===== config.mk =====
export PLATFORM = sky130hd
export DESIGN_NAME = mbc3_ctrl
export DESIGN_NICKNAME = d
export VERILOG_FILES = /design/src/sv/mbc3_pkg.sv /design/src/sv/mbc3_ctrl.sv
export SDC_FILE = /design/constraint.sdc
export NUM_CORES = 1
export LEC_CHECK = 0
export ABC_AREA = 1
export BUFFER_PORTS_ARGS = -buffer_cell sky130_fd_sc_hd__buf_2
export CAP_MARGIN = 20
export CORE_ASPECT_RATIO = 1.2
export CORE_UTILIZATION = 55
export DETAILED_ROUTE_END_ITERATION = 7
export GPL_TIMING_DRIVEN = 0
export PLACE_DENSITY = 0.75
export SYNTH_ARGS = -nofsm -noshare
export SYNTH_HDL_FRONTEND = slang
export SYNTH_SLANG_ARGS = --single-unit

===== constraint.sdc =====
create_clock -name clock -period 3.4 [get_ports clock]
set_input_delay 0.51 -clock clock [delete_from_list [all_inputs] [get_ports clock]]
set_output_delay 0.51 -clock clock [all_outputs]
set_load 0.02 [all_outputs]

===== src/sv/mbc3_pkg.sv =====
// Shared constants and types of the MBC3 bank controller.
`default_nettype none

package mbc3_pkg;

   // Geometry of the cartridge.
   localparam int RAM_BANKS_DEFAULT = 4;
   localparam int ROM_BANK_BYTES    = 16384;
   localparam int RAM_BANK_BYTES    = 8192;
   localparam int ROM_OFFSET_W      = $clog2(ROM_BANK_BYTES);
   localparam int RAM_OFFSET_W      = $clog2(RAM_BANK_BYTES);
   localparam int ROM_BANK_W        = 7;
   localparam int ROM_ADDR_W        = ROM_BANK_W + ROM_OFFSET_W;
   localparam int SELECT_W          = 4;

   // Result kinds.
   localparam logic [1:0] KIND_ROM     = 2'd0;
   localparam logic [1:0] KIND_READ    = 2'd1;
   localparam logic [1:0] KIND_WRITE   = 2'd2;
   localparam logic [1:0] KIND_INVALID = 2'd3;

   // Control register regions, taken from address bits 14 and 13.
   localparam logic [1:0] REGION_ENABLE   = 2'd0;
   localparam logic [1:0] REGION_ROM_BANK = 2'd1;
   localparam logic [1:0] REGION_RAM_SEL  = 2'd2;
   localparam logic [1:0] REGION_LATCH    = 2'd3;

   // Data patterns and select codes.
   localparam logic [3:0] ENABLE_PATTERN = 4'hA;
   localparam logic [7:0] LATCH_ARM      = 8'h00;
   localparam logic [7:0] LATCH_FIRE     = 8'h01;
   localparam logic [3:0] RTC_FIRST      = 4'h8;
   localparam logic [3:0] RTC_LAST       = 4'hC;
   localparam int         RTC_COUNT      = 5;
   localparam int         RTC_IDX_W      = $clog2(RTC_COUNT);

   // Write request from the decoder to the control registers.
   typedef struct packed {
      logic       ctrl_we;
      logic       rtc_we;
      logic [1:0] region;
      logic [7:0] data;
   } ctrl_wr_type;

   // Current control state seen by the decoder.
   typedef struct packed {
      logic                  ram_enable;
      logic [ROM_BANK_W-1:0] rom_page;
      logic [SELECT_W-1:0]   ram_select;
      logic                  latch_in;
      logic [7:0]            rtc_rd_data;
   } ctrl_stat_type;

endpackage

`default_nettype wire


===== src/sv/mbc3_ctrl.sv =====
// Bank, enable and clock-latch registers plus the five RTC byte registers.
`default_nettype none

module mbc3_ctrl (
   input  wire logic                  clock,
   input  wire logic                  reset,
   input  wire mbc3_pkg::ctrl_wr_type wr,
   output mbc3_pkg::ctrl_stat_type    stat
);

   import mbc3_pkg::*;

   logic                  enable_ff,  enable_in;
   logic [ROM_BANK_W-1:0] rom_page_ff, rom_page_in;
   logic [SELECT_W-1:0]   ram_sel_ff, ram_sel_in;
   logic                  armed_ff,   armed_in;
   logic                  latch_ff,   latch_in;
   logic [7:0]            rtc_ff [RTC_COUNT];
   logic [SELECT_W-1:0]   rtc_offset;
   logic [RTC_IDX_W-1:0]  rtc_idx;
   logic                  rtc_hit;

   // The RTC register is chosen by the RAM/RTC select.
   assign rtc_offset = ram_sel_ff - RTC_FIRST;
   assign rtc_idx    = rtc_offset[RTC_IDX_W-1:0];
   assign rtc_hit    = (ram_sel_ff >= RTC_FIRST) && (ram_sel_ff <= RTC_LAST);

   // Next values of the control registers for a control write.
   always_comb begin
      enable_in   = enable_ff;
      rom_page_in = rom_page_ff;
      ram_sel_in  = ram_sel_ff;
      armed_in    = armed_ff;
      latch_in    = latch_ff;
      if (wr.ctrl_we) begin
         case (wr.region)
            REGION_ENABLE: begin
               enable_in = (wr.data[3:0] == ENABLE_PATTERN);
            end
            REGION_ROM_BANK: begin
               rom_page_in = (wr.data[ROM_BANK_W-1:0] == '0) ?
                             ROM_BANK_W'(1) : wr.data[ROM_BANK_W-1:0];
            end
            REGION_RAM_SEL: begin
               ram_sel_in = wr.data[SELECT_W-1:0];
            end
            REGION_LATCH: begin
               if (wr.data == LATCH_ARM) begin
                  armed_in = 1'b1;
               end else if ((wr.data == LATCH_FIRE) && armed_ff) begin
                  latch_in = ~latch_ff;
                  armed_in = 1'b0;
               end
            end
            default: begin
               enable_in = enable_ff;
            end
         endcase
      end
   end

   // Control registers.
   always_ff @(posedge clock) begin
      if (reset) begin
         enable_ff   <= 1'b1;
         rom_page_ff <= ROM_BANK_W'(1);
         ram_sel_ff  <= '0;
         armed_ff    <= 1'b0;
         latch_ff    <= 1'b0;
      end else begin
         enable_ff   <= enable_in;
         rom_page_ff <= rom_page_in;
         ram_sel_ff  <= ram_sel_in;
         armed_ff    <= armed_in;
         latch_ff    <= latch_in;
      end
   end

   // RTC byte registers, plain storage.
   always_ff @(posedge clock) begin
      if (reset) begin
         for (int i = 0; i < RTC_COUNT; i++) begin
            rtc_ff[i] <= '0;
         end
      end else if (wr.rtc_we && rtc_hit) begin
         rtc_ff[rtc_idx] <= wr.data;
      end
   end

   // Status towards the decoder.
   assign stat.ram_enable  = enable_ff;
   assign stat.rom_page    = rom_page_ff;
   assign stat.ram_select  = ram_sel_ff;
   assign stat.latch_in    = latch_in;
   assign stat.rtc_rd_data = rtc_hit ? rtc_ff[rtc_idx] : 8'h00;

endmodule

`default_nettype wire


==> summary.md, run 1 <==
| Metric | Value |
|---|---|
| Status | `finished, final reports clean` |
| Share of layout cells above drive strength 1 | `0.151` |
| Tot Pwr | `2.00 mW` |
| Final worst path period share | `0.715` |
| GPL Wtd Cong | `0.843` |
| Clock root cell | `clkbuf_8` |
| H-tree levels | `3` |
| Largest net degree at the start of global routing | `14` |
| Count of cells resized by post-cts repair | `0` |
| VDD IR max | `305 uV` |
| WHS Endpoint | `latch_ff` |
| Max Cap Viol | `0` |
| Max frequency | `0.411 GHz` |
| Synth Instances | `358` |
| Syn Area/Cell | `9.73 um^2` |
| Final WS setup | `0.968 ns` |
| Total setup buffers inserted after CTS | `0` |
| Vias in the first global route | `2505` |
| Fillers | `511` |
| Core area | `6090 um^2` |
| RR Endpoint | `rtc_ff[2][1]` |
| Post-synthesis sequential area ratio | `0.650` |
| Multi-input gate area | `1150 um^2` |
| Slowest cell on crit path | `dfxtp_1` |
| Final wirelength | `7.57 mm` |
| Die H | `89.2 um` |
| Worst Skew | `0.00850 ns` |
| Initial antenna violation count | `0` |
| Via density | `5.17` |
| FF/Latch Area | `2260 um^2` |
| DRC | `0` |
| Port bufs | `34` |
| Synth cell types | `19` |
| Avg WL per Cell | `14.8 um` |
| Ant diodes | `0` |
| CTS clk-pin slew, worst paths | `0.07 ns` |
| Synthesis Warnings | `0` |
| Ys flop type | `edfxtp_1` |
| Syn-to-layout area delta | `16.2%` |
| FP Rows | `31` |
| Hpwl dp | `5.25 mm` |
| Tmin final | `2.43 ns` |
| Final ANT Viol Nets | `0` |
| Max Root-Sink Buffers | `2` |
| I/O Pins | `35` |
| CP max FO | `10` |
| Yosys top cell by area | `edfxtp_1` |
| Worst Hold Launch | `reset` |
| Total track usage | `0.252` |
| Finish-stage setup viols | `0` |
| Final Util | `0.664` |
| Grt ovf | `0` |
| Delay-heaviest family, CP | `buffers and inverters` |
| Post-placement setup slack | `1.16 ns` |
| FF+latch count, synth | `81` |
| CP bufs+invs | `4` |
| Hold path depth | `2` |
| Design area | `4050 um^2` |
| Initial core utilization | `0.572` |
| RSZ-0062 raised after global routing | `false` |
| Hold_buf cts | `0` |
| Worst R2R Path Depth | `5` |
| WP data arrival | `1.92 ns` |
| Dominant cells by area after synthesis | `edfxtp_1, nor2_1, dfxtp_1` |
| Pins Over Slew Limit | `0` |
| Final Instance Count excl. Fillers | `513` |
| CTS tree | `built` |
| Vias | `2653` |
| Hold Fails Final Rpt | `0` |
| WP data required | `2.89 ns` |
| Fraction of registers with async set or reset after synthesis | `0` |
| Hold Slack | `0.356 ns` |
| Die width | `74.6 um` |
| Mapped cell area | `3480 um^2` |
| Placed cell count | `497` |
| Synth top area share | `0.552` |
| 1st-pass router iterations | `4` |
| Global-route wire length before repair | `12.0 mm` |
| CP Capture Type | `output pin` |
| Clk_lat worst skew | `0.35 ns` |
| CP cell instances | `buf_4 -> inv_1 -> buf_2 -> nor2_1 -> o21ai_0 -> nand3_1 -> nand2_1 -> nor2_1 -> buf_2` |
| DIE AREA | `6650 um^2` |
| Top cells by count, synth | `nor2_1, edfxtp_1, nand2_1` |
| Setup TNS | `0 ns` |
| R2r setup slk | `1.61 ns` |
| Nets | `440` |
| Clock sinks | `81` |
| CP Class | `register to output pin` |
| Iteration-0 DRC Markers | `201` |
| Hold crit path type | `primary input to register` |
| Post-synth EDFFs | `64` |
| Static leakage | `1.68 nW` |
| Setup crit start kind | `register` |
| Area post-placement | `3840 um^2` |
| Max stage delay on crit path | `0.31 ns` |
| Cell Pwr Density | `495 nW/um^2` |
| Worst r2r src | `ram_sel_ff[2]` |
| Most frequent cell after synthesis | `nor2_1` |
| Inserted Clock Buffers | `9` |
-- cell families after synthesis --
group | count (synthesis) | share of synthesized area
other | 1 | 0.00108
AND/OR/NAND/NOR | 191 | 0.233
buffers and inverters | 35 | 0.0442
AO/OA/AOI/OAI | 50 | 0.0719
flip-flops | 81 | 0.650
-- layer usage --
layer,share of wire,routed length [um],GRT usage,vias up
li1,-,-,-,1316
met1,0.41,3100,0.317,1235
met2,0.51,3880,0.436,92
met3,0.061,465,0.0428,10
met4,0.017,125,0.0961,0
met5,0,0,0,-
-- worst max-delay path by stage --
stage | end | cells after the start
final | stat[0] | 9
after detailed placement | stat[8] | 10
after floorplan | stat[0] | 8
after global routing | stat[0] | 5
after global placement | stat[8] | 9
after CTS | stat[1] | 7
-- power by group --
group	switching (mW)	internal, mW
Sequential	0.0161	1.12
Clock	0.321	0.375
Combinational	0.126	0.0480
Total	0.463	1.54
-- layout make-up --
class | count | area share
clock inverters | 1 | 0.00124
plain buffers | 16 | 0.0204
multi-input cells | 265 | 0.285
well taps | 82 | 0.0254
clock buffers | 15 | 0.0492
inverters | 19 | 0.0176
repair buffers | 34 | 0.0421
flip-flops and latches | 81 | 0.559
-- state kept, by name, indices dropped and copies added (netlist names), named ones only --
signal / count
armed_ff: 1
ram_sel_ff: 4
rom_page_ff: 7
rtc_ff: 64
enable_ff: 1
latch_ff: 1
-- placed cells by master (no fill, tap or decap) --
cell and n:
buf_2 42, clkbuf_2 1, dfxtp_1 17, nor2_1 96, nand3_1 31, clkbuf_16 2, nand4_4 1, nand4_1 2
clkbuf_8 10, nand2_1 55, nor2_4 1, conb_1 24, a21oi_1 18, clkinv_1 2, clkinv_2 1, buf_4 3
nand3_2 4, inv_1 17, edfxtp_1 64, nor3_1 1, o21ai_0 32, clkbuf_1 7
Power figures use the tool's default switching activity.
==> run 2, diff against run 1 <==
--- a/config.mk
+++ b/config.mk
@@ -9,10 +9,10 @@
 export BUFFER_PORTS_ARGS = -buffer_cell sky130_fd_sc_hd__buf_2
 export CAP_MARGIN = 20
 export CORE_ASPECT_RATIO = 1.2
-export CORE_UTILIZATION = 55
+export CORE_UTILIZATION = 52
 export DETAILED_ROUTE_END_ITERATION = 7
 export GPL_TIMING_DRIVEN = 0
-export PLACE_DENSITY = 0.75
+export PLACE_DENSITY = 0.74
 export SYNTH_ARGS = -nofsm -noshare
 export SYNTH_HDL_FRONTEND = slang
 export SYNTH_SLANG_ARGS = --single-unit
==> constraint.sdc (replaced) <==
create_clock -name clock -period 2.1 [get_ports clock]
set_input_delay 0.315 -clock clock [delete_from_list [all_inputs] [get_ports clock]]
set_output_delay 0.315 -clock clock [all_outputs]
set_load 0.02 [all_outputs]
==> run 2 against run 1 <==
Net effect:
- hold slack lost 0.21 ns
- cell area grew 4.5%
- utilization shrank 0.86 points
- clock power grew 70%
- cell count grew 1.4%
- sequential share of layout area shrank 2.3 points
- flip-flop and latch count is the same
- critical path depth shrank 1
- non-clock buffer count grew 4
- die area grew 5.6%
- wire length grew 3.1%
- critical path type unchanged
- largest power group unchanged
==> summary.md, run 2 (synthesized netlist as in run 1, its figures left out) <==
| Metric | Value |
|---|---|
| Hold crit path type | `primary input to register (unchanged)` |
| DIE AREA | `7030 um^2 (was 6650 um^2)` |
| Worst r2r src | `ram_sel_ff[2] (unchanged)` |
| CTS clk-pin slew, worst paths | `0.07 ns (about the same)` |
| Worst R2R Path Depth | `5 (unchanged)` |
| Clock root cell | `clkbuf_8 (unchanged)` |
| Status | `finished, final reports clean (unchanged)` |
| Post-placement setup slack | `0.234 ns (was 1.16 ns)` |
| Final ANT Viol Nets | `0 (unchanged)` |
| Clk_lat worst skew | `0.35 ns (about the same)` |
| Max frequency | `0.494 GHz` |
| Pins Over Slew Limit | `0 (unchanged)` |
| Max Root-Sink Buffers | `2 (unchanged)` |
| Nets | `444 (was 440)` |
| Avg WL per Cell | `15.0 um (was 14.8 um)` |
| Share of layout cells above drive strength 1 | `0.200 (was 0.151)` |
| WP data arrival | `1.71 ns (was 1.92 ns)` |
| Final Util | `0.656 (was 0.664)` |
| WP data required | `1.78 ns (was 2.89 ns)` |
| Iteration-0 DRC Markers | `220 (was 201)` |
| WHS Endpoint | `armed_ff (was latch_ff)` |
| Area post-placement | `3840 um^2 (about the same)` |
| Vias | `2719 (was 2653)` |
| 1st-pass router iterations | `4 (unchanged)` |
| Register with the most flip-flops | `rtc_ff (unchanged)` |
| Die H | `91.6 um (was 89.2 um)` |
| Total track usage | `0.243 (was 0.252)` |
| Initial core utilization | `0.540 (was 0.572)` |
| CTS tree | `built (unchanged)` |
| Largest register FFs | `64 (unchanged)` |
| Syn-to-layout area delta | `21.4% (was 16.2%)` |
| Port bufs | `34 (unchanged)` |
| Slowest cell on crit path | `dfxtp_2 (was dfxtp_1)` |
| Ant diodes | `0 (unchanged)` |
| Hold Fails Final Rpt | `0 (unchanged)` |
| Via density | `5.23 (was 5.17)` |
| Hold path depth | `2 (unchanged)` |
| CP Capture Type | `output pin (unchanged)` |
| Most used cell, CP | `buf_6` |
| Most common cell after layout, fill and taps aside | `nor2_1 (unchanged)` |
| VDD IR max | `537 uV (was 305 uV)` |
| RR Endpoint | `rtc_ff[2][3] (was rtc_ff[2][1])` |
| FP Rows | `32 (was 31)` |
| Final worst path period share | `0.964` |
| Worst Skew | `0.00480 ns (was 0.00850 ns)` |
| CP Class | `register to output pin (unchanged)` |
| Hpwl dp | `5.28 mm (was 5.25 mm)` |
| GPL Wtd Cong | `0.810 (was 0.843)` |
| Largest net degree at the start of global routing | `13 (was 14)` |
| Hold Slack | `0.148 ns (was 0.356 ns)` |
| CP bufs+invs | `5 (was 4)` |
| Hold_buf cts | `0 (unchanged)` |
| Design area | `4230 um^2 (was 4050 um^2)` |
| CP cell instances | `buf_6 -> clkinvlp_4 -> buf_8 -> buf_12 -> nand3_1 -> a21oi_1 -> nor2_2 -> buf_6 (was buf_4 -> inv_1 -> buf_2 -> nor2_1 -> o21ai_0 -> nand3_1 -> nand2_1 -> nor2_1 -> buf_2)` |
| Setup crit start kind | `register (unchanged)` |
| DRC | `0 (unchanged)` |
| Initial antenna violation count | `0 (unchanged)` |
| Finish-stage setup viols | `0 (unchanged)` |
| Cell Pwr Density | `789 nW/um^2 (was 495 nW/um^2)` |
| Global-route wire length before repair | `12.6 mm (was 12.0 mm)` |
| Final WS setup | `0.0764 ns (was 0.968 ns)` |
| Vias in the first global route | `2615 (was 2505)` |
| Static leakage | `1.72 nW (was 1.68 nW)` |
| Most frequent cells in the layout | `nor2_1, edfxtp_1, nand2_1 (unchanged)` |
| I/O Pins | `35 (unchanged)` |
| Setup TNS | `0 ns (unchanged)` |
| Worst Hold Launch | `reset (unchanged)` |
| Die width | `76.7 um (was 74.6 um)` |
| Clock sinks | `81 (unchanged)` |
| Max Cap Viol | `0 (unchanged)` |
| Final Instance Count excl. Fillers | `520 (was 513)` |
| R2r setup slk | `0.36 ns (was 1.61 ns)` |
| Inserted Clock Buffers | `9 (unchanged)` |
| Placed cell count | `500 (was 497)` |
| H-tree levels | `3 (unchanged)` |
| Tot Pwr | `3.34 mW (was 2.00 mW)` |
| Max stage delay on crit path | `0.32 ns (was 0.31 ns)` |
| Tmin final | `2.02 ns` |
| Final wirelength | `7.81 mm (was 7.57 mm)` |
| Delay-heaviest family, CP | `buffers and inverters (unchanged)` |
| Largest registers | `rtc_ff x64, rom_page_ff x7, ram_sel_ff x4 (unchanged)` |
| CP max FO | `8 (was 10)` |
| Grt ovf | `0 (unchanged)` |
| Core area | `6450 um^2 (was 6090 um^2)` |
-- run 2: changes by cell type in the layout (fill, tap and decap cells not counted), sizes merged --
cell	previous run	this run
buf	45	50
bufinv	0	1
clkbuf	20	18
clkinvlp	0	2
inv	17	15
-- run 2: how the worst max path moves through the flow --
stage	slack, ns	to	cells after the start	startpoint
after floorplan	0.52	rtc_ff[1][0]	5	ram_sel_ff[2]
after global placement	0.25	stat[2]	7	register
after detailed placement	0.23	stat[2]	7	register
after CTS	-0.001	stat[1]	8	register
after global routing	-0.008	stat[4]	9	register
final	0.08	stat[5]	8	register
-- run 2: per-layer routing --
metal  share of wire  vias to the layer above  GRT usage
met3           0.066                       23     0.0498
met4           0.037                        0      0.130
met1            0.39                     1253      0.293
met5               0                        -          0
met2            0.51                      116      0.408
li1                -                     1327          -
-- run 2: report_power, final --
group          switching (mW)  total [mW]  internal (mW)
logic                   0.217       0.321          0.103
registers              0.0278        1.84           1.81
clock network           0.530        1.18          0.647
-- run 2: what timing repair did --
action / CTS / global route
setup buffers: 1 / 3
pin swaps: 0 / 9
setup endpoints to repair: 8 / 8
gates resized for setup: 12 / 48
gates cloned: 0 / 0
-- run 2: worst register-to-register path: cells and delay by family, from the launching register on --
kind / cells / cell delay (ns)
DFF: 1 / 0.37
and+or+nand+nor: 5 / 1.03
-- run 2: layout make-up --
cell class / count / area, um^2
repair buffers: 38 / 245
plain buffers: 16 / 138
fillers: 497 / 2220
flip-flops and latches: 81 / 2270
well taps: 85 / 106
inverters: 19 / 78.8
multi-input cells: 265 / 1180
clock buffers: 14 / 173
clock inverters: 2 / 35.0
